File: src/rtl/core/tli_ram.sv
// ----------------------------------------------------------------------------
// tli_ram
// Generic single-write, single-read RAM with registered read data.
// ----------------------------------------------------------------------------
module tli_ram #(
  parameter int unsigned WIDTH = 8,
  parameter int unsigned DEPTH = 16
) (
  input  logic                     clk,
  input  logic                     we,
  input  logic [$clog2(DEPTH)-1:0] waddr,
  input  logic [WIDTH-1:0]         wdata,
  input  logic                     re,
  input  logic [$clog2(DEPTH)-1:0] raddr,
  output logic [WIDTH-1:0]         rdata
);

  logic [WIDTH-1:0] mem [DEPTH];

  always_ff @(posedge clk) begin
    if (we) begin
      mem[waddr] <= wdata;
    end
    if (re) begin
      rdata <= mem[raddr];
    end
  end

endmodule

File: config.mk
export PLATFORM = sky130hd
export DESIGN_NAME = tli_ram
export DESIGN_NICKNAME = d
export VERILOG_FILES = /design/src/rtl/core/tli_ram.sv
export SDC_FILE = /design/constraint.sdc
export NUM_CORES = 1
export LEC_CHECK = 0
export BUFFER_PORTS_ARGS = -buffer_cell sky130_fd_sc_hd__buf_2
export CORE_ASPECT_RATIO = 1.25
export CORE_UTILIZATION = 60
export DETAILED_ROUTE_END_ITERATION = 7
export GPL_ROUTABILITY_DRIVEN = 0
export PLACE_DENSITY = 0.75
export SLEW_MARGIN = 30
export SYNTH_ARGS = -nofsm -noshare
export SYNTH_HDL_FRONTEND = slang
export SYNTH_SLANG_ARGS = --single-unit
File: constraint.sdc
create_clock -name clk -period 2.65 [get_ports clk]
set_clock_uncertainty 0.1 [all_clocks]
set_input_delay 0.3975 -clock clk [delete_from_list [all_inputs] [get_ports clk]]
set_output_delay 0.3975 -clock clk [all_outputs]
set_load 0.02 [all_outputs]
== Word-level counts from Yosys, hierarchy flattened ==
Memories as Yosys holds them, arrays and structs flattened. A register that Yosys moved wholly into a read port is not among the register bits.
Cells that the tools add are included.
W data, S select, Z words.

* Muxes and demuxes: 2

{| class="wikitable"
|+ Operators by type and width
! cell !! count
|-
| $mux W1 || 2
|}

* Flip-flop bits (word level): 0
* Output and inout port bits: 8
* Bits in writable memories: 128
* Memories: 1

{| class="wikitable"
|+ Memory list
! memory !! depth !! width !! rd ports !! clocked after memory_dff !! write ports !! RTL line !! RTL
|-
| mem || 16 || 8 || 1 || 1 || 1 || 18 || <nowiki>logic [WIDTH-1:0] mem [DEPTH];</nowiki>
|}

== Depth between registers and ports, before layout ==
* Word-level depth: 2
* Depth in mapped cells: 5

== Least setup slack after synthesis ==
Ideal clock, no wire load.

* Path kind: input to register
* Start: input port waddr[2]
* End: memory mem[0][0] (enable)
* Data required time: 2167 ps
* Slack: 660 ps
* Setup time: 383 ps
* Stages on the path: 2
* Buffers on the path: 0
* Arrival: 1507 ps
* Cell sequence: or3b_2 -> nor3_1

{| class="wikitable"
|+ RTL lines
! item !! RTL line !! RTL
|-
| start: declaration || 11 || <nowiki>input logic [$clog2(DEPTH)-1:0] waddr,</nowiki>
|-
| end: declaration || 18 ||
|}

No word-level cell before the write port.

==> out/results.ini <==
[clock_network]
cts_hold_buf = 0
numClockSinks = 136
clockRootBuffer = clkbuf_8
cts_tree = yes
cts_setup_buffers = 0
cts_resized = 0
clk_latency_ns = 0.52
cts_inserted_buffers = 17
cts.reportedPaths.clkPinSlew_ns = 0.06
cts_buffer_depth = 2
htree_num_levels = 4

[sta]
fmax_ghz = 0.570
post-route-period-util_pct = 66.2
setup_tns_ns = 0
slew_viol_final = 0
fin_crit_ns = 1.75
rsz0062_at_grt = false
final-setup-viol-count = 0
hold_viol_final = 0
timing.slew.headroom_pct = 53.7
worst_slew_pin_slew_ns = 0.693

[drt]
vias = 2509
antenna_left = 0
drt-initial-drc-count = 194
drt-vias-per-instance = 6.34
wl_per_cell_um = 24.7
routed_wl_um = 9790
drt-pass1-iter-count = 5
drcViolationCount = 0

[global_routing]
grt_util_met1_pct = 30.6
grt.overflow.total = 0
grt.total_usage_pct = 24.4
grt_use_met3_pct = 8.39
grt_pass1_wl_um = 15000
grt_max_degree = 33
busiest_layer = met2
grtUsageMet2_pct = 39.1
grt_pass1_vias = 2635
grt_antenna_before_repair = 0

[floorplan]
die_h_um = 106
die_width_um = 85.5
core_sq_um = 8330
dieArea_sq_um = 9090
std_cell_rows = 37
start_util_pct = 62.7
io_pins = 27

[critical_path]
crit_slowest_cell = mux4_1
max_stage_delay_ns = 0.58
cp.arrival_ns = 1.92
path_max_fanout = 9
ff2ff_path_depth = 3
cp-end-kind = flop
path_cells = buf_2 -> buf_4 -> mux4_1 -> a22oi_1 -> nand2_1
critPathKind = primary input to flop
start_kind = primary input
cp_data_required_time_ns = 2.81

[pwr]
pwr-share-clk_pct = 47.3
internal_power_uw = 4120
power_frac_seq_pct = 48.0
switching_share_pct = 18.7
p_sw_uw = 949
p_comb_share_pct = 4.6
peakVddDrop_mv = 0.633
power_leakage_uw = 0.00213
power.density_nw_per_um2 = 820

[cells_and_area]
drive_gt1_share_pct = 30.8
finalNonFillerCells = 396
nNetsFinal = 305
design_area_sq_um = 6190
diodes = 0
area_growth_syn_to_layout_pct = 18.4

[placement]
dp.cells = 364
port_buffers = 26
place_area_sq_um = 5580
dp_hpwl_um = 6070

[flow_run]
cap_violations = 0

[yosys]
syn_avg_cell_area_sq_um = 22.8
synth-seq-cells = 136
yosysSeqAreaShare_pct = 78.1
syn_inst = 229
ys_types = 18
synth_nets = 248
ys.warnings.count = 0
netlist_area_sq_um = 5230

[run_status]
status = finished clean

[min_path]
hp-class = primary input to flop
whs_path_depth = 1

-- final cells by class --
class                      count  area, sq um
clock inverter                12          180
timing repair buffer          48          320
tap                           97          121
fill                         479         2140
clock buffer                  20          425
multi-input combinational     83         1060
sequential                   136         4080
-- kinds of logic after synthesis --
logic type	Yosys count	synth area share, %
compound gates	16	2.30
buf+inv	10	1.65
flops	136	78.1
mux	32	14.8
simple gates	35	3.14
-- layer usage --
metal	up-vias	wire length (um)
met2	119	5200
li1	1099	-
met5	-	0
met4	0	187
met1	1272	3850
met3	19	548
-- path summary, 6_finish.rpt --
check | startpoint | to | slack, ns
max | raddr[0] | rdata[5]$_DFFE_PP_ | 0.90
min | re | rdata[6]$_DFFE_PP_ | 0.15
max reg2reg | mem[1][5]$_DFFE_PP_ | rdata[5]$_DFFE_PP_ | 1.03
min reg2reg | mem[8][5]$_DFFE_PP_ | rdata[5]$_DFFE_PP_ | 0.65
-- power by group through the flow --
| stage | clock network (uW) | registers, uW | logic, uW |
|---|---|---|---|
| 2_1_floorplan | 0 | 2490 | 122 |
| 3_3_place_gp | 0 | 2480 | 228 |
| 3_5_place_dp | 0 | 2480 | 234 |
| 4_1_cts | 2430 | 2440 | 237 |
| 5_1_grt | 2510 | 2440 | 254 |
| 6_report | 2400 | 2440 | 235 |
-- state kept, by name, summed over array words and instances (netlist names) --
register,cells
rdata,8
mem,128
-- synthesized netlist by cell type --
cell type,n,share of area [%]
buf_4,1,0.14
buf_6,3,0.65
mux4_2,18,7.8
edfxtp_1,136,78
nand2_1,9,0.65
clkdlybuf4s25_2,3,0.57
and2b_1,1,0.14
nand2b_1,2,0.24
or3b_2,1,0.17
mux4_1,14,7.0
and2_1,1,0.12
nor2b_1,1,0.12
nor3_1,4,0.38
nand3_1,1,0.096
nand3b_1,2,0.29
buf_2,3,0.29
a22oi_1,16,2.3
nor2_1,13,0.93
-- placed cells by master, fill, tap and decap left out, types with 4 or more instances in the layout --
cell type and instances:
nor2_1 13, mux4_2 18, nand2_1 9, clkinv_1 4, buf_2 26, edfxtp_1 136
buf_4 20, mux4_1 14, a22oi_1 16, bufinv_16 5, clkbuf_16 16, nor3_1 4
-- critical path: cells and delay by family --
kind            cells  cell delay (ns)
mux                 1             0.58
compound gates      1             0.30
simple gates        1             0.09
buf+inv             2             0.56
-- metrics by stage --
step / setup slack [ns] / util (%) / power (uW) / hold WS, ns
after floorplan: 0.660 / - / 2610 / 0.396
after global placement: 0.392 / 67.0 / 2710 / 0.638
after detailed placement: 0.406 / 67.0 / 2720 / 0.645
after CTS: 0.891 / 74.3 / 5100 / 0.119
after global routing: 0.819 / 74.3 / 5200 / 0.124
final: 0.896 / 74.3 / 5070 / 0.147
No activity file was read; power rests on OpenSTA's default activity.
