--- config.mk ---
export PLATFORM = sky130hd
export DESIGN_NAME = tli_datapath
export DESIGN_NICKNAME = d
export VERILOG_FILES = /design/src/rtl/core/tli_pkg.sv /design/src/rtl/core/tli_datapath.sv
export SDC_FILE = /design/constraint.sdc
export NUM_CORES = 2
export LEC_CHECK = 0
export ABC_CLOCK_PERIOD_IN_PS = 8100
export BUFFER_PORTS_ARGS = -buffer_cell sky130_fd_sc_hd__buf_2
export CELL_PAD_IN_SITES_DETAIL_PLACEMENT = 1
export CELL_PAD_IN_SITES_GLOBAL_PLACEMENT = 1
export CORE_MARGIN = 3
export CORE_UTILIZATION = 35
export CTS_CLUSTER_DIAMETER = 60
export DETAILED_ROUTE_END_ITERATION = 16
export PLACE_DENSITY = 0.61
export SYNTH_ARGS = -nofsm -noshare
export SYNTH_HDL_FRONTEND = slang
export SYNTH_SLANG_ARGS = --single-unit
--- constraint.sdc ---
create_clock -name clk -period 8.1 [get_ports clk]
set_clock_uncertainty 0.15 [all_clocks]
set_input_delay 0.81 -clock clk [delete_from_list [all_inputs] [get_ports clk]]
set_output_delay 0.81 -clock clk [all_outputs]
set_load 0.005 [all_outputs]
--- src/rtl/core/tli_pkg.sv ---
// ----------------------------------------------------------------------------
// tli_pkg
// Shared types and constants for the linear interpolation unit.
// ----------------------------------------------------------------------------
package tli_pkg;

  localparam int unsigned TIME_W  = 32;
  localparam int unsigned VALUE_W = 32;
  localparam int unsigned PROD_W  = 65;
  localparam int unsigned DIV_STEPS = 65;
  localparam int unsigned CNT_W   = 7;

  localparam logic [1:0] CFG_ENTRY_COUNT = 2'd0;
  localparam logic [1:0] CFG_FILL_VALUE  = 2'd1;
  localparam logic [1:0] CFG_TABLE_READY = 2'd2;

  localparam logic ACT_LOAD  = 1'b0;
  localparam logic ACT_QUERY = 1'b1;

  typedef struct packed {
    logic [TIME_W-1:0]  t;
    logic [VALUE_W-1:0] x;
    logic               v;
  } entry_t;

  localparam int unsigned ENTRY_W = $bits(entry_t);

  typedef enum logic [1:0] {
    RES_FILL_ZERO,
    RES_FILL_IDX,
    RES_X0,
    RES_SUM
  } res_sel_t;

  typedef struct packed {
    logic     cap_q;
    logic     load_lo;
    logic     load_hi;
    logic     shift_fwd;
    logic     shift_bwd;
    logic     prep;
    logic     mul;
    logic     div_step;
    logic     res_load;
    res_sel_t res_sel;
    logic     rd_en;
  } cmd_t;

  typedef struct packed {
    logic q_lt_lo;
    logic q_gt_rd;
    logic match;
    logic ge;
    logic both_valid;
    logic t_equal;
    logic out_full;
  } status_t;

endpackage

--- src/rtl/core/tli_datapath.sv ---
// ----------------------------------------------------------------------------
// tli_datapath
// Bracket entry registers, multiply, restoring divide and result register.
// ----------------------------------------------------------------------------
module tli_datapath import tli_pkg::*; #(
  parameter int unsigned AW = 10
) (
  input  logic                clk,
  input  logic                rst,
  input  cmd_t                cmd,
  output status_t             st,
  input  logic [TIME_W-1:0]   query_time,
  input  entry_t              rd,
  input  logic [VALUE_W-1:0]  fill_value,
  input  logic [AW-1:0]       idx,
  output logic                out_valid,
  input  logic                out_ready,
  output logic signed [31:0]  interp_value,
  output logic                used_fill,
  output logic [9:0]          bracket_index
);

  localparam int unsigned IW = (AW + 1 > 10) ? AW + 1 : 10;

  logic [TIME_W-1:0] q;
  entry_t            lo;
  entry_t            hi;
  logic [31:0]       adq;
  logic [32:0]       adx;
  logic [31:0]       adt;
  logic              neg;
  logic [PROD_W-1:0] dvd;
  logic [31:0]       rem;

  logic signed [32:0] dx;
  logic [32:0]        r2;
  logic               qbit;
  logic [33:0]        quot;
  logic signed [35:0] sum;
  logic signed [31:0] sum_sat;
  logic [IW-1:0]      idx_ext;

  always_comb begin
    st.q_lt_lo    = q < lo.t;
    st.q_gt_rd    = q > rd.t;
    st.ge         = q >= lo.t;
    st.match      = (q >= lo.t) && (q < hi.t);
    st.both_valid = lo.v && hi.v;
    st.t_equal    = lo.t == hi.t;
    st.out_full   = out_valid && !out_ready;
  end

  assign dx = $signed({hi.x[31], hi.x}) - $signed({lo.x[31], lo.x});
  assign r2 = {rem, dvd[PROD_W-1]};
  assign qbit = r2 >= {1'b0, adt};

  always_comb begin
    if (dvd > 65'h200000000) begin
      quot = 34'h200000000;
    end else begin
      quot = dvd[33:0];
    end
    if (neg) begin
      sum = $signed({{4{lo.x[31]}}, lo.x}) - $signed({2'b00, quot});
    end else begin
      sum = $signed({{4{lo.x[31]}}, lo.x}) + $signed({2'b00, quot});
    end
    if (sum > 36'sd2147483647) begin
      sum_sat = 32'sh7fffffff;
    end else if (sum < -36'sd2147483648) begin
      sum_sat = 32'sh80000000;
    end else begin
      sum_sat = sum[31:0];
    end
  end

  assign idx_ext = IW'(idx);

  always_ff @(posedge clk) begin
    if (cmd.cap_q) begin
      q <= query_time;
    end
    if (cmd.load_lo) begin
      lo <= rd;
    end
    if (cmd.load_hi) begin
      hi <= rd;
    end
    if (cmd.shift_fwd) begin
      lo <= hi;
      hi <= rd;
    end
    if (cmd.shift_bwd) begin
      hi <= lo;
      lo <= rd;
    end
    if (cmd.prep) begin
      adq <= (q >= lo.t) ? q - lo.t : lo.t - q;
      adx <= dx[32] ? 33'(-dx) : 33'(dx);
      adt <= (hi.t > lo.t) ? hi.t - lo.t : lo.t - hi.t;
      neg <= (q < lo.t) ^ dx[32] ^ (hi.t < lo.t);
    end
    if (cmd.mul) begin
      dvd <= PROD_W'(64'(adq * adx));
      rem <= '0;
    end
    if (cmd.div_step) begin
      rem <= qbit ? 32'(r2 - {1'b0, adt}) : r2[31:0];
      dvd <= {dvd[PROD_W-2:0], qbit};
    end
    if (cmd.res_load) begin
      case (cmd.res_sel)
        RES_FILL_ZERO: begin
          interp_value  <= fill_value;
          used_fill     <= 1'b1;
          bracket_index <= '0;
        end
        RES_FILL_IDX: begin
          interp_value  <= fill_value;
          used_fill     <= 1'b1;
          bracket_index <= idx_ext[9:0];
        end
        RES_X0: begin
          interp_value  <= lo.x;
          used_fill     <= 1'b0;
          bracket_index <= idx_ext[9:0];
        end
        default: begin
          interp_value  <= sum_sat;
          used_fill     <= 1'b0;
          bracket_index <= idx_ext[9:0];
        end
      endcase
    end
  end

  always_ff @(posedge clk) begin
    if (rst) begin
      out_valid <= 1'b0;
    end else if (cmd.res_load) begin
      out_valid <= 1'b1;
    end else if (out_ready) begin
      out_valid <= 1'b0;
    end
  end

endmodule

### Word level (Yosys, flattened, before mapping)

Index checks and enable logic that the tools add are counted.

| operators by class | value |
|---|---|
| add/sub/neg operators | 9 |
| $mul | 1 |
| order comparisons | 10 |
| equal/unequal tests | 3 |
| mux-type cells | 22 |
| bitwise logic cells | 2 |
| reduce and logical (&&, ||, !) cells | 10 |

Operators with widths:

| cell | count |
|---|---|
| $mux W65 | 8 |
| $mux W32 | 8 |
| $sub A32 B32 Y32 | 5 |
| $lt A32 B32 Y1 | 3 |
| $gt A65 B34 Y1 const B | 1 |
| $gt A32 B32 Y1 | 2 |
| $mul A32 B33 Y64 | 1 |
| $pmux W32 S2 | 1 |
| $add A32 B35 Y36 | 1 |
| $gt A36 B32 Y1 const B | 1 |
| $lt A36 B32 Y1 const B | 1 |
| $mux W36 | 1 |
| $sub A32 B35 Y36 | 1 |
| $mux W34 | 1 |
| $ge A33 B32 Y1 | 1 |
| $neg A33 Y33 | 1 |
| $sub A32 B32 Y33 | 1 |
| $eq A32 B32 Y1 | 1 |
| $ge A32 B32 Y1 | 1 |
| $reduce_bool A3 Y1 | 2 |
| $reduce_bool A2 Y1 | 2 |
| $logic_and A1 B1 Y1 | 3 |
| $mux W1 | 3 |
| $eq A2 B1 Y1 const B | 1 |
| other kinds (5) | 6 |

| word-level totals | value |
|---|---|
| flip-flop bits (word level) | 401 |
| input bits | 154 |
| output and inout bits | 51 |
| word-level logic and storage cells | 75 |

### Longest topological paths before layout

| logic depth | value |
|---|---|
| depth after elaboration | 8 |
| depth in mapped cells | 32 |
| mapped depth without buffers | 30 |

### Worst setup path before layout

Ideal clock, no wire load.

| path | value |
|---|---|
| path kind | reg-to-reg |
| from | reg adq[2] |
| to | reg dvd[56] (data pin) |
| setup time | 260 ps |
| arrival time | 7513 ps |
| required time | 7690 ps |
| setup slack | 177 ps |
| cell stages (with the launch flop) | 31 |
| buffers on the path | 1 |
| period minus slack after synthesis | 7923 ps |
| cells stage by stage | edfxtp_1 > clkbuf_1 > nand2_1 > fa_1 > inv_1 > fa_1 > inv_1 > fa_1 > inv_1 > fa_1 > inv_1 > fa_1 > inv_1 > fa_1 > fa_1 > inv_1 > fa_1 > inv_1 > ha_1 > a21o_1 > a21o_1 > a2111oi_0 > o31a_1 > nand3_1 > o21ai_0 > nand2_1 > a21oi_1 > o31ai_1 > a31oi_1 > xnor2_1 > mux2_2 |

| between the ends | value |
|---|---|
| cells in the longest elaborated chain, start to end | 3 |

Ends and longest elaborated chain:

| element | line | source |
|---|---|---|
| from (decl) | tli_datapath.sv:28 | `logic [31:0] adq;` |
| from (signal assigned) | tli_datapath.sv:98 | `adq <= (q >= lo.t) ? q - lo.t : lo.t - q;` |
| $mul A32 B33 Y64 | tli_datapath.sv:104 | `dvd <= PROD_W'(64'(adq * adx));` |
| $mux W65 | tli_datapath.sv:103 | `if (cmd.mul) begin` |
| $mux W65 | tli_datapath.sv:107 | `if (cmd.div_step) begin` |
| to (signal assigned) | tli_datapath.sv:104 |  |
| to (signal assigned) | tli_datapath.sv:109 | `dvd <= {dvd[PROD_W-2:0], qbit};` |
| to (decl) | tli_datapath.sv:32 | `logic [PROD_W-1:0] dvd;` |

No other way between the ends. The select of a mux whose other input is x is not followed.
A chain may end at the register's enable or synchronous reset.

### Worst setup path after layout

| path | value |
|---|---|
| from | reg adx[10] |
| to | reg dvd[57] (data pin) |

| between the ends | value |
|---|---|
| cells in the longest elaborated chain, start to end | 3 |

Ends and longest elaborated chain:

| element | line | source |
|---|---|---|
| from (decl) | tli_datapath.sv:29 | `logic [32:0] adx;` |
| from (signal assigned) | tli_datapath.sv:99 | `adx <= dx[32] ? 33'(-dx) : 33'(dx);` |
| $mul A32 B33 Y64 | tli_datapath.sv:104 |  |
| $mux W65 | tli_datapath.sv:103 |  |
| $mux W65 | tli_datapath.sv:107 |  |

No other way between the ends. The select of a mux whose other input is x is not followed.

==> results by group <==
Status
  – Status: finished with violations
  – Failing checks: setup timing

Finish
  – Area grow syn2layout: 16.3%
  – Layout Nets: just over 9000
  – Layout cells sized above 1: about 14%

Setup path
  – Crit Path Class: flip-flop to flip-flop
  – CP max FO: 13
  – Required time worst endpoint: ~8.3 ns
  – Top cell by count, worst path: fa_1
  – Slowest Stage Delay on Critical Path: between 0.5 and 0.6 ns
  – Worst Setup Start Kind: flip-flop
  – Crit-path slowest cell: fa_1
  – WP data arrival: 8.56 ns
  – CP endpoint kind: flip-flop

Yosys
  – Syn Area/Cell: about 9 µm²
  – Synth Register Bits: 401
  – Synth top area share: approximately 30%
  – Post-synth cell types: 88
  – Leading area contributor after synthesis: fa_1
  – Post-synthesis sequential area ratio: between 10% and 20%
  – Ys flop type: edfxtp_1
  – Post-Syn Area: ~64000 µm²
  – Most frequent cells after synthesis: inv_1 (1307), nand2_1 (1222), fa_1 (932), ha_1 (548), edfxtp_1 (400)
  – Most frequent cell after synthesis: inv_1
  – Number of synthesized flops with an enable pin: 400
  – Synth Net Count: just under 9000
  – YS warnings: 0
  – Cells after Synth: approximately 7100
  – FFs w/ async S/R, synth: 0%
  – Synth area leaders: fa_1 (29%), edfxtp_1 (19%), ha_1 (11%)

STA
  – Setup-failing EPs final: 11
  – Fmax: about 120 MHz
  – RSZ-0062 raised after global routing: true
  – Final Hold Fails: 0
  – Slew HR: about a quarter
  – Setup ws final: -0.238 ns
  – Tmin final: ~8.3 ns
  – Slew @ Worst Pin: 1.12 ns
  – Slew Viols, Final: 0
  – Final worst-path cycle share: 103%
  – Worst hold slack: about 0.13 ns

Route
  – Via/cell ratio: 5.07
  – Routed wire per std cell: about 21 µm
  – WL final: about 210000 µm
  – Total iterations of the first detailed-routing run: 5
  – Routed via count: just over 50000
  – Antenna viol nets, final: 0
  – DRC: 0
  – Detailed Route Iter0 Violations: 2684

Clock network
  – Worst skew pair latency: 0.68 ns
  – Clk sinks: roughly 400
  – CTS Root Cell: clkbuf_16
  – Clock transition at path regs: around 0.060 ns
  – H-tree level count: 2
  – Clock Tree Buf Depth: 3
  – CTS Buf Count: a little under 60
  – CTS tree: built

Global route
  – Vias in the first global route: 55400
  – Total track usage: between 20% and 30%
  – Largest net degree at the start of global routing: 91
  – First-pass GRT wire length: between 300000 and 400000 µm
  – Antenna violations before repair: 11
  – Global route overflow: 0

Floorplanning
  – Die ar.: about 190000 µm²
  – Core ar.: ~180000 µm²
  – Std-Cell Rows: around 160
  – Starting Density: around a third
  – Boundary Pins: slightly above 200
  – Die width: approximately 430 µm
  – Die height: approximately 430 µm

Place
  – Pre-CTS setup slack: -1.24 ns
  – I/O Buffers: roughly 200
  – DP HPWL: about 170000 µm
  – Placer congestion estimate: 0.883

Run
  – Max_cap viols: 0

Hold path
  – Hold Crit Class: input pin to flip-flop
-- cell type report --
cell class | instances | area [µm²]
timing repair buffer | 705 | 5920
fill | 21000 | 107000
sequential | 401 | 12000
clock inverter | 43 | 594
clock buffer | 66 | 1510
antenna | 2 | 5.00
inverter | 1309 | 4910
multi-input combinational | 5066 | 46400
tap | 2370 | 2970
-- flip-flops by register name, summed over array words and instances, names as in the netlist --
signal         count
adt               32
neg                1
rem               32
q                 32
bracket_index     10
adq               32
used_fill          1
out_valid          1
dvd               65
hi                65
adx               33
lo                65
interp_value      32
-- placed cells by master, fill, tap and decap left out, types with 15 or more instances in the layout --
cell and instances:
a211o_1 35, a211oi_1 18, a21o_1 128, a21oi_1 329
a21oi_2 15, a31oi_1 49, and2_1 261, and3_1 21
buf_12 68, buf_2 200, buf_4 390, buf_6 38
clkbuf_16 61, edfxtp_1 400, fa_1 903, fa_2 29
ha_1 527, ha_4 18, inv_1 1275, inv_2 34
mux2_2 82, mux2i_1 23, nand2_1 1207, nand2b_1 44
nand3_1 30, nand4_1 63, nor2_1 192, nor2b_1 76
nor3_1 46, nor4_1 17, o211ai_1 28, o21a_1 23
o21ai_0 278, o21ai_1 22, o21bai_1 58, o31ai_1 43
xnor2_1 149, xor2_1 97
-- critical path: cells and delay by family (launching register included) --
kind                       cells  cell delay (ns)
DFF                            1             0.46
buffers and inverters          7             0.69
adders and majority gates      9             4.49
AOI/OAI and AO/OA              7             0.95
xor gates and xnor gates       1             0.24
and+or+nand+nor                4             1.05
-- per-stage QoR --
stage | cell area, µm² | util [%] | setup TNS [ns] | cells
floorplan | 63900 | - | 0 | 7129
global placement | 70500 | 38.9 | -10.54 | 9779
detailed placement | 70500 | 38.9 | -10.94 | 9779
CTS | 73400 | 40.5 | -3.46 | 9928
global route | 74300 | 41.0 | -6.98 | 9961
finish | 74300 | 41.0 | -1.48 | 9962
-- layer usage --
metal  wire (µm)  global-route usage (%)
met5          13                       0
met1       98600                    31.9
met2       96500                    36.8
met4        3840                    3.75
met3        6660                    1.69
-- cells by family (layout without fill, tap and decap cells) --
family / Yosys count / in the layout / synth area share [%]
AND/OR/NAND/NOR: 2058 / 2058 / 14.6
buffers and inverters: 1662 / 2123 / 9.88
other: 0 / 2 / 0
XOR/XNOR: 256 / 256 / 3.52
multiplexers: 105 / 105 / 1.81
AO/OA/AOI/OAI: 1167 / 1167 / 11.4
adder cells (fa/ha/maj): 1480 / 1480 / 39.9
flip-flops: 401 / 401 / 18.8
-- worst paths after layout --
path / from / to / slack, ns / cells past startpoint
hold reg to reg: dvd[39] / dvd[40] / 0.42 / 2
setup / recovery: adx[10] / dvd[57] / -0.24 / 28
setup reg to reg: adx[10] / dvd[57] / -0.24 / 28
hold / removal: rst / out_valid / 0.13 / 2
-- timing repair --
item                                   CTS  global route
setup buffers                           40            34
hold buffers                             0             0
gates resized for setup                 95           180
pin swaps                               60            81
endpoints found under the hold margin    0             0
setup endpoints to repair               24            61
gates cloned                             2             3
Power is left out: the tool's default activity adds up to more than one toggle a clock period on the data nets, which glitch-free logic cannot reach.
