`src/rtl/core/tli_pkg.sv`:
```
// ----------------------------------------------------------------------------
// tli_pkg
// Shared types and constants for the linear interpolation unit.
// ----------------------------------------------------------------------------
package tli_pkg;

  localparam int unsigned TIME_W  = 32;
  localparam int unsigned VALUE_W = 32;
  localparam int unsigned PROD_W  = 65;
  localparam int unsigned DIV_STEPS = 65;
  localparam int unsigned CNT_W   = 7;

  localparam logic [1:0] CFG_ENTRY_COUNT = 2'd0;
  localparam logic [1:0] CFG_FILL_VALUE  = 2'd1;
  localparam logic [1:0] CFG_TABLE_READY = 2'd2;

  localparam logic ACT_LOAD  = 1'b0;
  localparam logic ACT_QUERY = 1'b1;

  typedef struct packed {
    logic [TIME_W-1:0]  t;
    logic [VALUE_W-1:0] x;
    logic               v;
  } entry_t;

  localparam int unsigned ENTRY_W = $bits(entry_t);

  typedef enum logic [1:0] {
    RES_FILL_ZERO,
    RES_FILL_IDX,
    RES_X0,
    RES_SUM
  } res_sel_t;

  typedef struct packed {
    logic     cap_q;
    logic     load_lo;
    logic     load_hi;
    logic     shift_fwd;
    logic     shift_bwd;
    logic     prep;
    logic     mul;
    logic     div_step;
    logic     res_load;
    res_sel_t res_sel;
    logic     rd_en;
  } cmd_t;

  typedef struct packed {
    logic q_lt_lo;
    logic q_gt_rd;
    logic match;
    logic ge;
    logic both_valid;
    logic t_equal;
    logic out_full;
  } status_t;

endpackage

```
`src/rtl/core/tli_ctrl.sv`:
```
// ----------------------------------------------------------------------------
// tli_ctrl
// Query sequencer: range check, bracket search from the cursor, divide count.
// ----------------------------------------------------------------------------
module tli_ctrl import tli_pkg::*; #(
  parameter int unsigned AW = 10
) (
  input  logic          clk,
  input  logic          rst,
  input  logic          in_valid,
  output logic          in_ready,
  input  logic          action,
  input  logic          table_ready,
  input  logic [AW:0]   n,
  input  status_t       st,
  output cmd_t          cmd,
  output logic [AW-1:0] rd_addr,
  output logic [AW-1:0] idx
);

  typedef enum logic [3:0] {
    S_IDLE, S_FILL, S_RD_FIRST, S_RD_LAST, S_RD_S0, S_RD_S1, S_CHECK0,
    S_FWD_WAIT, S_FWD_CHK, S_BWD_WAIT, S_BWD_CHK, S_EVAL, S_MUL, S_DIV, S_SUM
  } state_t;

  state_t           state, state_next;
  logic [AW-1:0]    cursor, cursor_next;
  logic [AW-1:0]    i_next;
  logic [CNT_W-1:0] cnt, cnt_next;
  logic [AW:0]      n_m1;
  logic [AW:0]      n_m2;
  logic [AW-1:0]    start;

  assign n_m1  = n - 1'b1;
  assign n_m2  = n - 2'd2;
  assign start = ({1'b0, cursor} < n_m1) ? cursor : '0;
  assign in_ready = state == S_IDLE;

  always_comb begin
    cmd         = '0;
    rd_addr     = '0;
    state_next  = state;
    cursor_next = cursor;
    i_next      = idx;
    cnt_next    = cnt;
    case (state)
      S_IDLE: begin
        if (in_valid && action == ACT_QUERY) begin
          cmd.cap_q = 1'b1;
          if (!table_ready || n < 2) begin
            state_next = S_FILL;
          end else begin
            cmd.rd_en  = 1'b1;
            state_next = S_RD_FIRST;
          end
        end
      end
      S_FILL: begin
        if (!st.out_full) begin
          cmd.res_load = 1'b1;
          cmd.res_sel  = RES_FILL_ZERO;
          cursor_next  = '0;
          state_next   = S_IDLE;
        end
      end
      S_RD_FIRST: begin
        cmd.load_lo = 1'b1;
        cmd.rd_en   = 1'b1;
        rd_addr     = n_m1[AW-1:0];
        state_next  = S_RD_LAST;
      end
      S_RD_LAST: begin
        if (st.q_lt_lo || st.q_gt_rd) begin
          state_next = S_FILL;
        end else begin
          cmd.rd_en  = 1'b1;
          rd_addr    = start;
          i_next     = start;
          state_next = S_RD_S0;
        end
      end
      S_RD_S0: begin
        cmd.load_lo = 1'b1;
        cmd.rd_en   = 1'b1;
        rd_addr     = AW'(idx + 1'b1);
        state_next  = S_RD_S1;
      end
      S_RD_S1: begin
        cmd.load_hi = 1'b1;
        state_next  = S_CHECK0;
      end
      S_CHECK0, S_FWD_CHK, S_BWD_CHK: begin
        if (st.match) begin
          state_next = S_EVAL;
        end else if ((state == S_CHECK0 && st.ge) || state == S_FWD_CHK) begin
          if ({1'b0, idx} == n_m2) begin
            state_next = S_EVAL;
          end else begin
            cmd.rd_en  = 1'b1;
            rd_addr    = AW'(idx + 2'd2);
            i_next     = AW'(idx + 1'b1);
            state_next = S_FWD_WAIT;
          end
        end else begin
          if (idx == '0) begin
            state_next = S_EVAL;
          end else begin
            cmd.rd_en  = 1'b1;
            rd_addr    = AW'(idx - 1'b1);
            i_next     = AW'(idx - 1'b1);
            state_next = S_BWD_WAIT;
          end
        end
      end
      S_FWD_WAIT: begin
        cmd.shift_fwd = 1'b1;
        state_next    = S_FWD_CHK;
      end
      S_BWD_WAIT: begin
        cmd.shift_bwd = 1'b1;
        state_next    = S_BWD_CHK;
      end
      S_EVAL: begin
        cursor_next = idx;
        if (!st.both_valid || st.t_equal) begin
          if (!st.out_full) begin
            cmd.res_load = 1'b1;
            cmd.res_sel  = st.both_valid ? RES_X0 : RES_FILL_IDX;
            state_next   = S_IDLE;
          end
        end else begin
          cmd.prep   = 1'b1;
          state_next = S_MUL;
        end
      end
      S_MUL: begin
        cmd.mul    = 1'b1;
        cnt_next   = '0;
        state_next = S_DIV;
      end
      S_DIV: begin
        cmd.div_step = 1'b1;
        cnt_next     = CNT_W'(cnt + 1'b1);
        if (cnt == CNT_W'(DIV_STEPS - 1)) begin
          state_next = S_SUM;
        end
      end
      S_SUM: begin
        if (!st.out_full) begin
          cmd.res_load = 1'b1;
          cmd.res_sel  = RES_SUM;
          state_next   = S_IDLE;
        end
      end
      default: begin
        state_next = S_IDLE;
      end
    endcase
  end

  always_ff @(posedge clk) begin
    if (rst) begin
      state  <= S_IDLE;
      cursor <= '0;
      idx    <= '0;
      cnt    <= '0;
    end else begin
      state  <= state_next;
      cursor <= cursor_next;
      idx    <= i_next;
      cnt    <= cnt_next;
    end
  end

  a_no_overwrite: assert property (@(posedge clk) disable iff (rst)
    cmd.res_load |-> !st.out_full)
    else $error("result written while output full");

  a_shift_after_read: assert property (@(posedge clk) disable iff (rst)
    (cmd.shift_fwd || cmd.shift_bwd) |-> $past(cmd.rd_en))
    else $error("bracket shift without a read");

  a_bracket_in_range: assert property (@(posedge clk) disable iff (rst)
    (state == S_EVAL) |-> ({1'b0, idx} <= n_m2))
    else $error("bracket index beyond table");

endmodule

```
`config.mk`:
```
export PLATFORM = sky130hd
export DESIGN_NAME = tli_ctrl
export DESIGN_NICKNAME = d
export VERILOG_FILES = /design/src/rtl/core/tli_pkg.sv /design/src/rtl/core/tli_ctrl.sv
export SDC_FILE = /design/constraint.sdc
export NUM_CORES = 1
export LEC_CHECK = 0
export CAP_MARGIN = 20
export CORE_MARGIN = 2
export CORE_UTILIZATION = 59
export DETAILED_ROUTE_END_ITERATION = 7
export DONT_BUFFER_PORTS = 1
export PLACE_DENSITY = 0.82
export SYNTH_ARGS = -nofsm -noshare
export SYNTH_HDL_FRONTEND = slang
export SYNTH_SLANG_ARGS = --single-unit
```
`constraint.sdc`:
```
create_clock -name clk -period 2.39 [get_ports clk]
set_input_delay 0 -clock clk [delete_from_list [all_inputs] [get_ports clk]]
set_output_delay 0 -clock clk [all_outputs]
set_load 0.01 [all_outputs]
```
---- After elaboration in Yosys (flattened, before gate mapping) ----
Index checks and enable logic that the tools add are counted.
storage, ports and cells
  output and inout bits ................... 33
  latch bits .............................. 0
  input port bits ......................... 23
  flip-flop bits (word level) ............. 31
  memories kept ........................... 0
  memory bits (read-only) ................. 0
  bits in writable memories ............... 0
operators by class
  bitwise gates (word level) .............. 0
  multiply operators ...................... 0
  divide/modulo/power cells ............... 0
  add/subtract/negate cells ............... 6
  $lt $le $gt $ge ......................... 2
  equality and inequality tests ........... 23
  reduce and logical (&&, ||, !) cells .... 19
  shift-type cells ........................ 0
  multiplexer cells ....................... 51
operator list
  operator                 number
  $mux W10                 12
  $pmux W4 S12             1
  $pmux W10 S2             2
  $pmux W10 S4             1
  $eq A4 B4 Y1 const B     7
  $mux W4                  7
  $mux W1                  17
  $eq A4 B3 Y1 const B     4
  $mux W3                  5
  $pmux W7 S2              1
  $eq A10 B11 Y1           1
  $lt A10 B11 Y1           1
  $lt A11 B2 Y1 const B    1
  $sub A11 B1 Y11 const B  1
  $sub A11 B2 Y11 const B  1
  $add A10 B1 Y10 const B  1
  $add A10 B2 Y10 const B  1
  $logic_not A10 Y1        1
  $sub A10 B1 Y10 const B  1
  $pmux W3 S3              1
  $eq A4 B2 Y1 const B     2
  $ne A2 B2 Y1 const B     4
  $add A7 B1 Y7 const B    1
  $eq A7 B7 Y1 const B     1
  other kinds (14)         26

---- Depth between registers and ports, before layout ----
  depth in word-level cells ............... 6
  mapped depth ............................ 14
  depth with buffers taken out ............ 13

---- Worst setup path before layout ----
Ideal clock, no wire load.
  path kind ............................... register to register
  from .................................... reg idx[0]
  to ...................................... reg idx[0]
  arrival time ............................ 2.539 ns
  required time ........................... 2.297 ns
  cell stages (with the launch flop) ...... 12
  setup time .............................. 0.093 ns
  setup slack ............................. -0.243 ns
  cells stage by stage .................... dfxtp_1 -> clkbuf_1 -> inv_1 -> ha_1 -> or4b_1 -> nor3_4 -> a211oi_1 -> or2_1 -> buf_2 -> and2_1 -> buf_6 -> o311ai_2
between the ends
  cells in the longest elaborated chain, start to end .. 5
RTL lines
  element                                                    RTL line                          source
  from (decl)                                                tli_ctrl.sv:18                    output logic [AW-1:0] idx
  from (signal assigned)                                     tli_ctrl.sv:170                   idx <= i_next;
  $sub A10 B1 Y10 / $add A10 B1 Y10 (equally long branches)  tli_ctrl.sv:110, tli_ctrl.sv:101
  $mux W10, on equally long branches                         tli_ctrl.sv:105, tli_ctrl.sv:96
  $mux W10                                                   tli_ctrl.sv:95                    end else if ((state == S_CHECK0 && st.ge) || state == S_FWD_CHK) begin
  $mux W10                                                   tli_ctrl.sv:93                    if (st.match) begin
  $pmux W10 S2                                               tli_ctrl.sv:46                    case (state)
Several ways; a longest one is shown, not always the timed one. The select of a mux whose other input is x is not followed.
A chain may end at the register's enable or synchronous reset.

---- Worst setup path after layout ----
  from .................................... reg idx[0]
  to ...................................... out rd_addr[5]
between the ends
  cells in the longest elaborated chain, start to end .. 5
RTL lines
  element                                        RTL line                         source
  $sub A10 B1 Y10, or another cell as far along  tli_ctrl.sv:109                  rd_addr = AW'(idx - 1'b1);
  $mux W10, on equally long branches             tli_ctrl.sv:105, tli_ctrl.sv:96
  $mux W10                                       tli_ctrl.sv:95
  $mux W10                                       tli_ctrl.sv:93
  $pmux W10 S4 (*)                               tli_ctrl.sv:46
  to (decl)                                      tli_ctrl.sv:17                   output logic [AW-1:0] rd_addr,
Mark *: on every way between the ends. The rest lies on a longest branch, timed or not.

==> flow_metrics.py <==
metrics = {
    "status": {
        "status": "finished with violations",
        "violations": "setup timing",
    },
    "detailed_routing": {
        "viasPerCell": 7.29,
        "drt_iter0_drc": 632,
        "wire_per_inst_um": 23.4,
        "routed_wl_mm": 13.1,
        "vias": 4083,
        "dr.pass1.iters": 6,
        "ant_nets": 0,
        "drc": 0,
    },
    "synthesis": {
        "synth_nets": 486,
        "synth-seq-cells": 31,
        "yosysSeqAreaShare": 0.183,
        "synth_edf_count": 0,
        "synth_top_flop_cell": "dfxtp_1",
        "ys_warn_count": 0,
        "avgSynthCellArea_um2": 7.60,
        "synth_cells": 446,
        "synth_area_um2": 3390,
        "async_flop_share": 0,
        "ys_types": 70,
    },
    "run": {
        "maxCapViolCount": 0,
    },
    "clocking": {
        "insertion_delay_ns": 0.29,
        "clk_pin_slew_ns": 0.07,
        "cts.sinks": 31,
        "cts_max_path_buffers": 2,
        "cts_buffers": 5,
        "h-tree-depth": 2,
        "cts_tree": "yes",
        "cts_root_buf": "clkbuf_8",
    },
    "global_routing": {
        "grt_pass1_wl_mm": 16.8,
        "grt_overflow": 0,
        "antenna_found_initial": 0,
        "grtUsageTotal": 0.339,
        "grt_pass1_vias": 3606,
        "grt_max_degree": 33,
    },
    "finish": {
        "postLayoutCoreUtil": 0.787,
        "insertedDiodeCount": 0,
        "stdcell_count": 560,
        "drive_above_1_share": 0.334,
        "area_delta_synth_final_pct": 28.6,
        "final_cell_mix": "55 x buf_4, 46 x nor2_1, 32 x xnor2_1",
        "n_fill_cell": 340,
        "fin_area_um2": 4360,
        "fin_nets": 527,
        "final_common_cell": "buf_4",
    },
    "placement": {
        "dp_hpwl_mm": 7.90,
        "place_congestion": 0.986,
        "placed_area_um2": 3690,
        "dp_slack_ns": -0.140,
        "io_buffers": 0,
        "placed_cells_incl_taps": 528,
    },
    "pwr": {
        "power_density_nw_per_um2": 307,
        "ir_worst_vdd_v": 0.000325,
        "p_leak_nw": 1.56,
    },
    "worst_setup_path": {
        "r2r-end": "idx[8]",
        "crit_path_max_fanout": 5,
        "worstSetupStartpoint": "idx[0]",
        "critPathBufInv": 2,
        "crit_type": "reg2out",
        "r2r-start": "idx[0]",
        "cpLargestDelayFamily": "simple AND/OR/NAND/NOR gates",
        "crit_path_max_incr_delay_ns": 0.50,
        "worstRegToRegCells": 10,
        "cp.required_ns": 2.39,
        "cp.depth": 9,
        "crit_slowest_cell": "or4b_4",
        "reg2reg_slack_ns": -0.03,
        "cp-start-kind": "flop",
        "end_kind": "primary output",
        "path_cells": "clkinv_4 > ha_4 > or4b_4 > nor3_4 > or4_4 > buf_6 > o22ai_1 > o21ai_1 > o211ai_1",
        "cp.arrival_ns": 2.55,
        "endpoint": "rd_addr[5]",
    },
    "sta": {
        "post-route-min-period_ns": 2.55,
        "final.period_utilization": 1.07,
        "max_slew_margin": 0.674,
        "slew_viol_final": 0,
        "timing.final.ws_setup_ns": -0.161,
        "finalClockSkew_ns": 0.0129,
        "fmax_mhz": 392,
        "rsz0062_at_grt": "true",
        "worstMarginPinSlew_ns": 0.488,
        "setup_viol": 17,
        "hold_violations": 0,
    },
    "die": {
        "die_w_um": 79.8,
        "io_pins": 56,
        "rows": 27,
        "core-area_um2": 5540,
        "dieArea_um2": 6370,
        "initial_core_util": 0.612,
        "die_h_um": 79.8,
    },
    "hold_path": {
        "min_path_type": "in2reg",
    },
}
## worst reg2reg max path, delay by kind of cell (launching register included)
kind                     cells  cell delay, ns
flip-flops                   1            0.36
AND/OR/NAND/NOR              3            1.10
AO/OA/AOI/OAI                3            0.31
adder cells (fa/ha/maj)      1            0.13
buffers and inverters        3            0.43
## report_power, final
group | internal, mW | leakage [nW] | switching, mW | total, mW
sequential | 0.518 | 0.253 | 0.00617 | 0.524
clock | 0.338 | 0.0612 | 0.226 | 0.564
combinational | 0.109 | 1.24 | 0.141 | 0.250
total | 0.965 | 1.56 | 0.373 | 1.34
## layout make-up
cell class / count / area (um^2) / area share
Clock inverter: 2 / 35.0 / 0.00804
Tap cell: 72 / 90.1 / 0.0207
Sequential cell: 31 / 629 / 0.144
Timing Repair Buffer: 66 / 541 / 0.124
Clock buffer: 6 / 82.6 / 0.0189
Inverter: 16 / 67.6 / 0.0155
Multi-Input combinational cell: 367 / 2910 / 0.668
## timing repair
item                                   in CTS  in global routing
setup buffers                               7                 11
gates resized for setup                     6                 78
hold buffers                                5                  0
setup endpoints to repair                  10                 21
gates cloned                                0                  2
endpoints found under the hold margin      31                  0
pin swaps                                   4                 32
## registers in the layout (all words and copies together) (netlist names)
signal	cells
cursor	10
state	4
cnt	7
idx	10
## worst min-delay path by stage
stage / startpoint / endpoint / slack, ns / cells past startpoint
2_1_floorplan: action / cmd[11] / 0.12 / 2
3_3_place_gp: st[0] / cmd[3] / 0.05 / 1
3_5_place_dp: st[0] / cmd[3] / 0.05 / 1
4_1_cts: st[4] / idx[0] / 0.005 / 3
5_1_grt: st[0] / cmd[2] / 0.05 / 1
6_report: st[6] / state[0] / 0.04 / 4
## cells in the mapped netlist (5+ instances only)
cell      count  share of area
ha_1         17          0.063
mux2i_1       5          0.015
nor4_1        8          0.015
nand2b_1      9          0.017
nand3_1      11          0.016
dfxtp_1      31           0.18
xor2_1       11          0.028
a211oi_2      9          0.033
clkbuf_1     23          0.025
nand2_1      34          0.038
nor2_1       49          0.054
a22oi_1      17          0.038
a31oi_1       5         0.0092
o21ai_0      15          0.022
xnor2_1      34          0.088
a211oi_1      9          0.020
inv_1        16          0.018
nor3_1       11          0.016
a21oi_1      26          0.038
o21ai_1       5         0.0074
o22ai_1       8          0.015
a221o_1       6          0.018
## layer usage
metal	vias to the layer above	GRT usage	wire length [um]
met1	1842	0.392	4460
met2	381	0.580	5870
met4	0	0.173	1110
met5	-	0	0
met3	132	0.0826	1650
li1	1728	-	-
## cells by family (layout without fill, tap and decap cells)
| kind of cell | count (synthesis) | after routing | synth area share |
|---|---|---|---|
| AO/OA/AOI/OAI | 135 | 135 | 0.297 |
| AND/OR/NAND/NOR | 163 | 164 | 0.257 |
| adder cells (fa/ha/maj) | 17 | 17 | 0.0627 |
| buffers and inverters | 49 | 90 | 0.0624 |
| multiplexers | 5 | 5 | 0.0148 |
| flip-flops | 31 | 31 | 0.183 |
| XOR/XNOR | 46 | 46 | 0.123 |
## through the flow
step,hold WS [ns],TNS [ns],total power [mW]
2_1_floorplan,0.123,-0.0323,0.698
3_3_place_gp,0.0526,-0.0976,0.718
3_5_place_dp,0.0531,-1.16,0.722
4_1_cts,0.00455,0,1.30
5_1_grt,0.0545,-1.66,1.38
6_report,0.0406,-0.793,1.34
No activity file was read; power rests on OpenSTA's default activity.
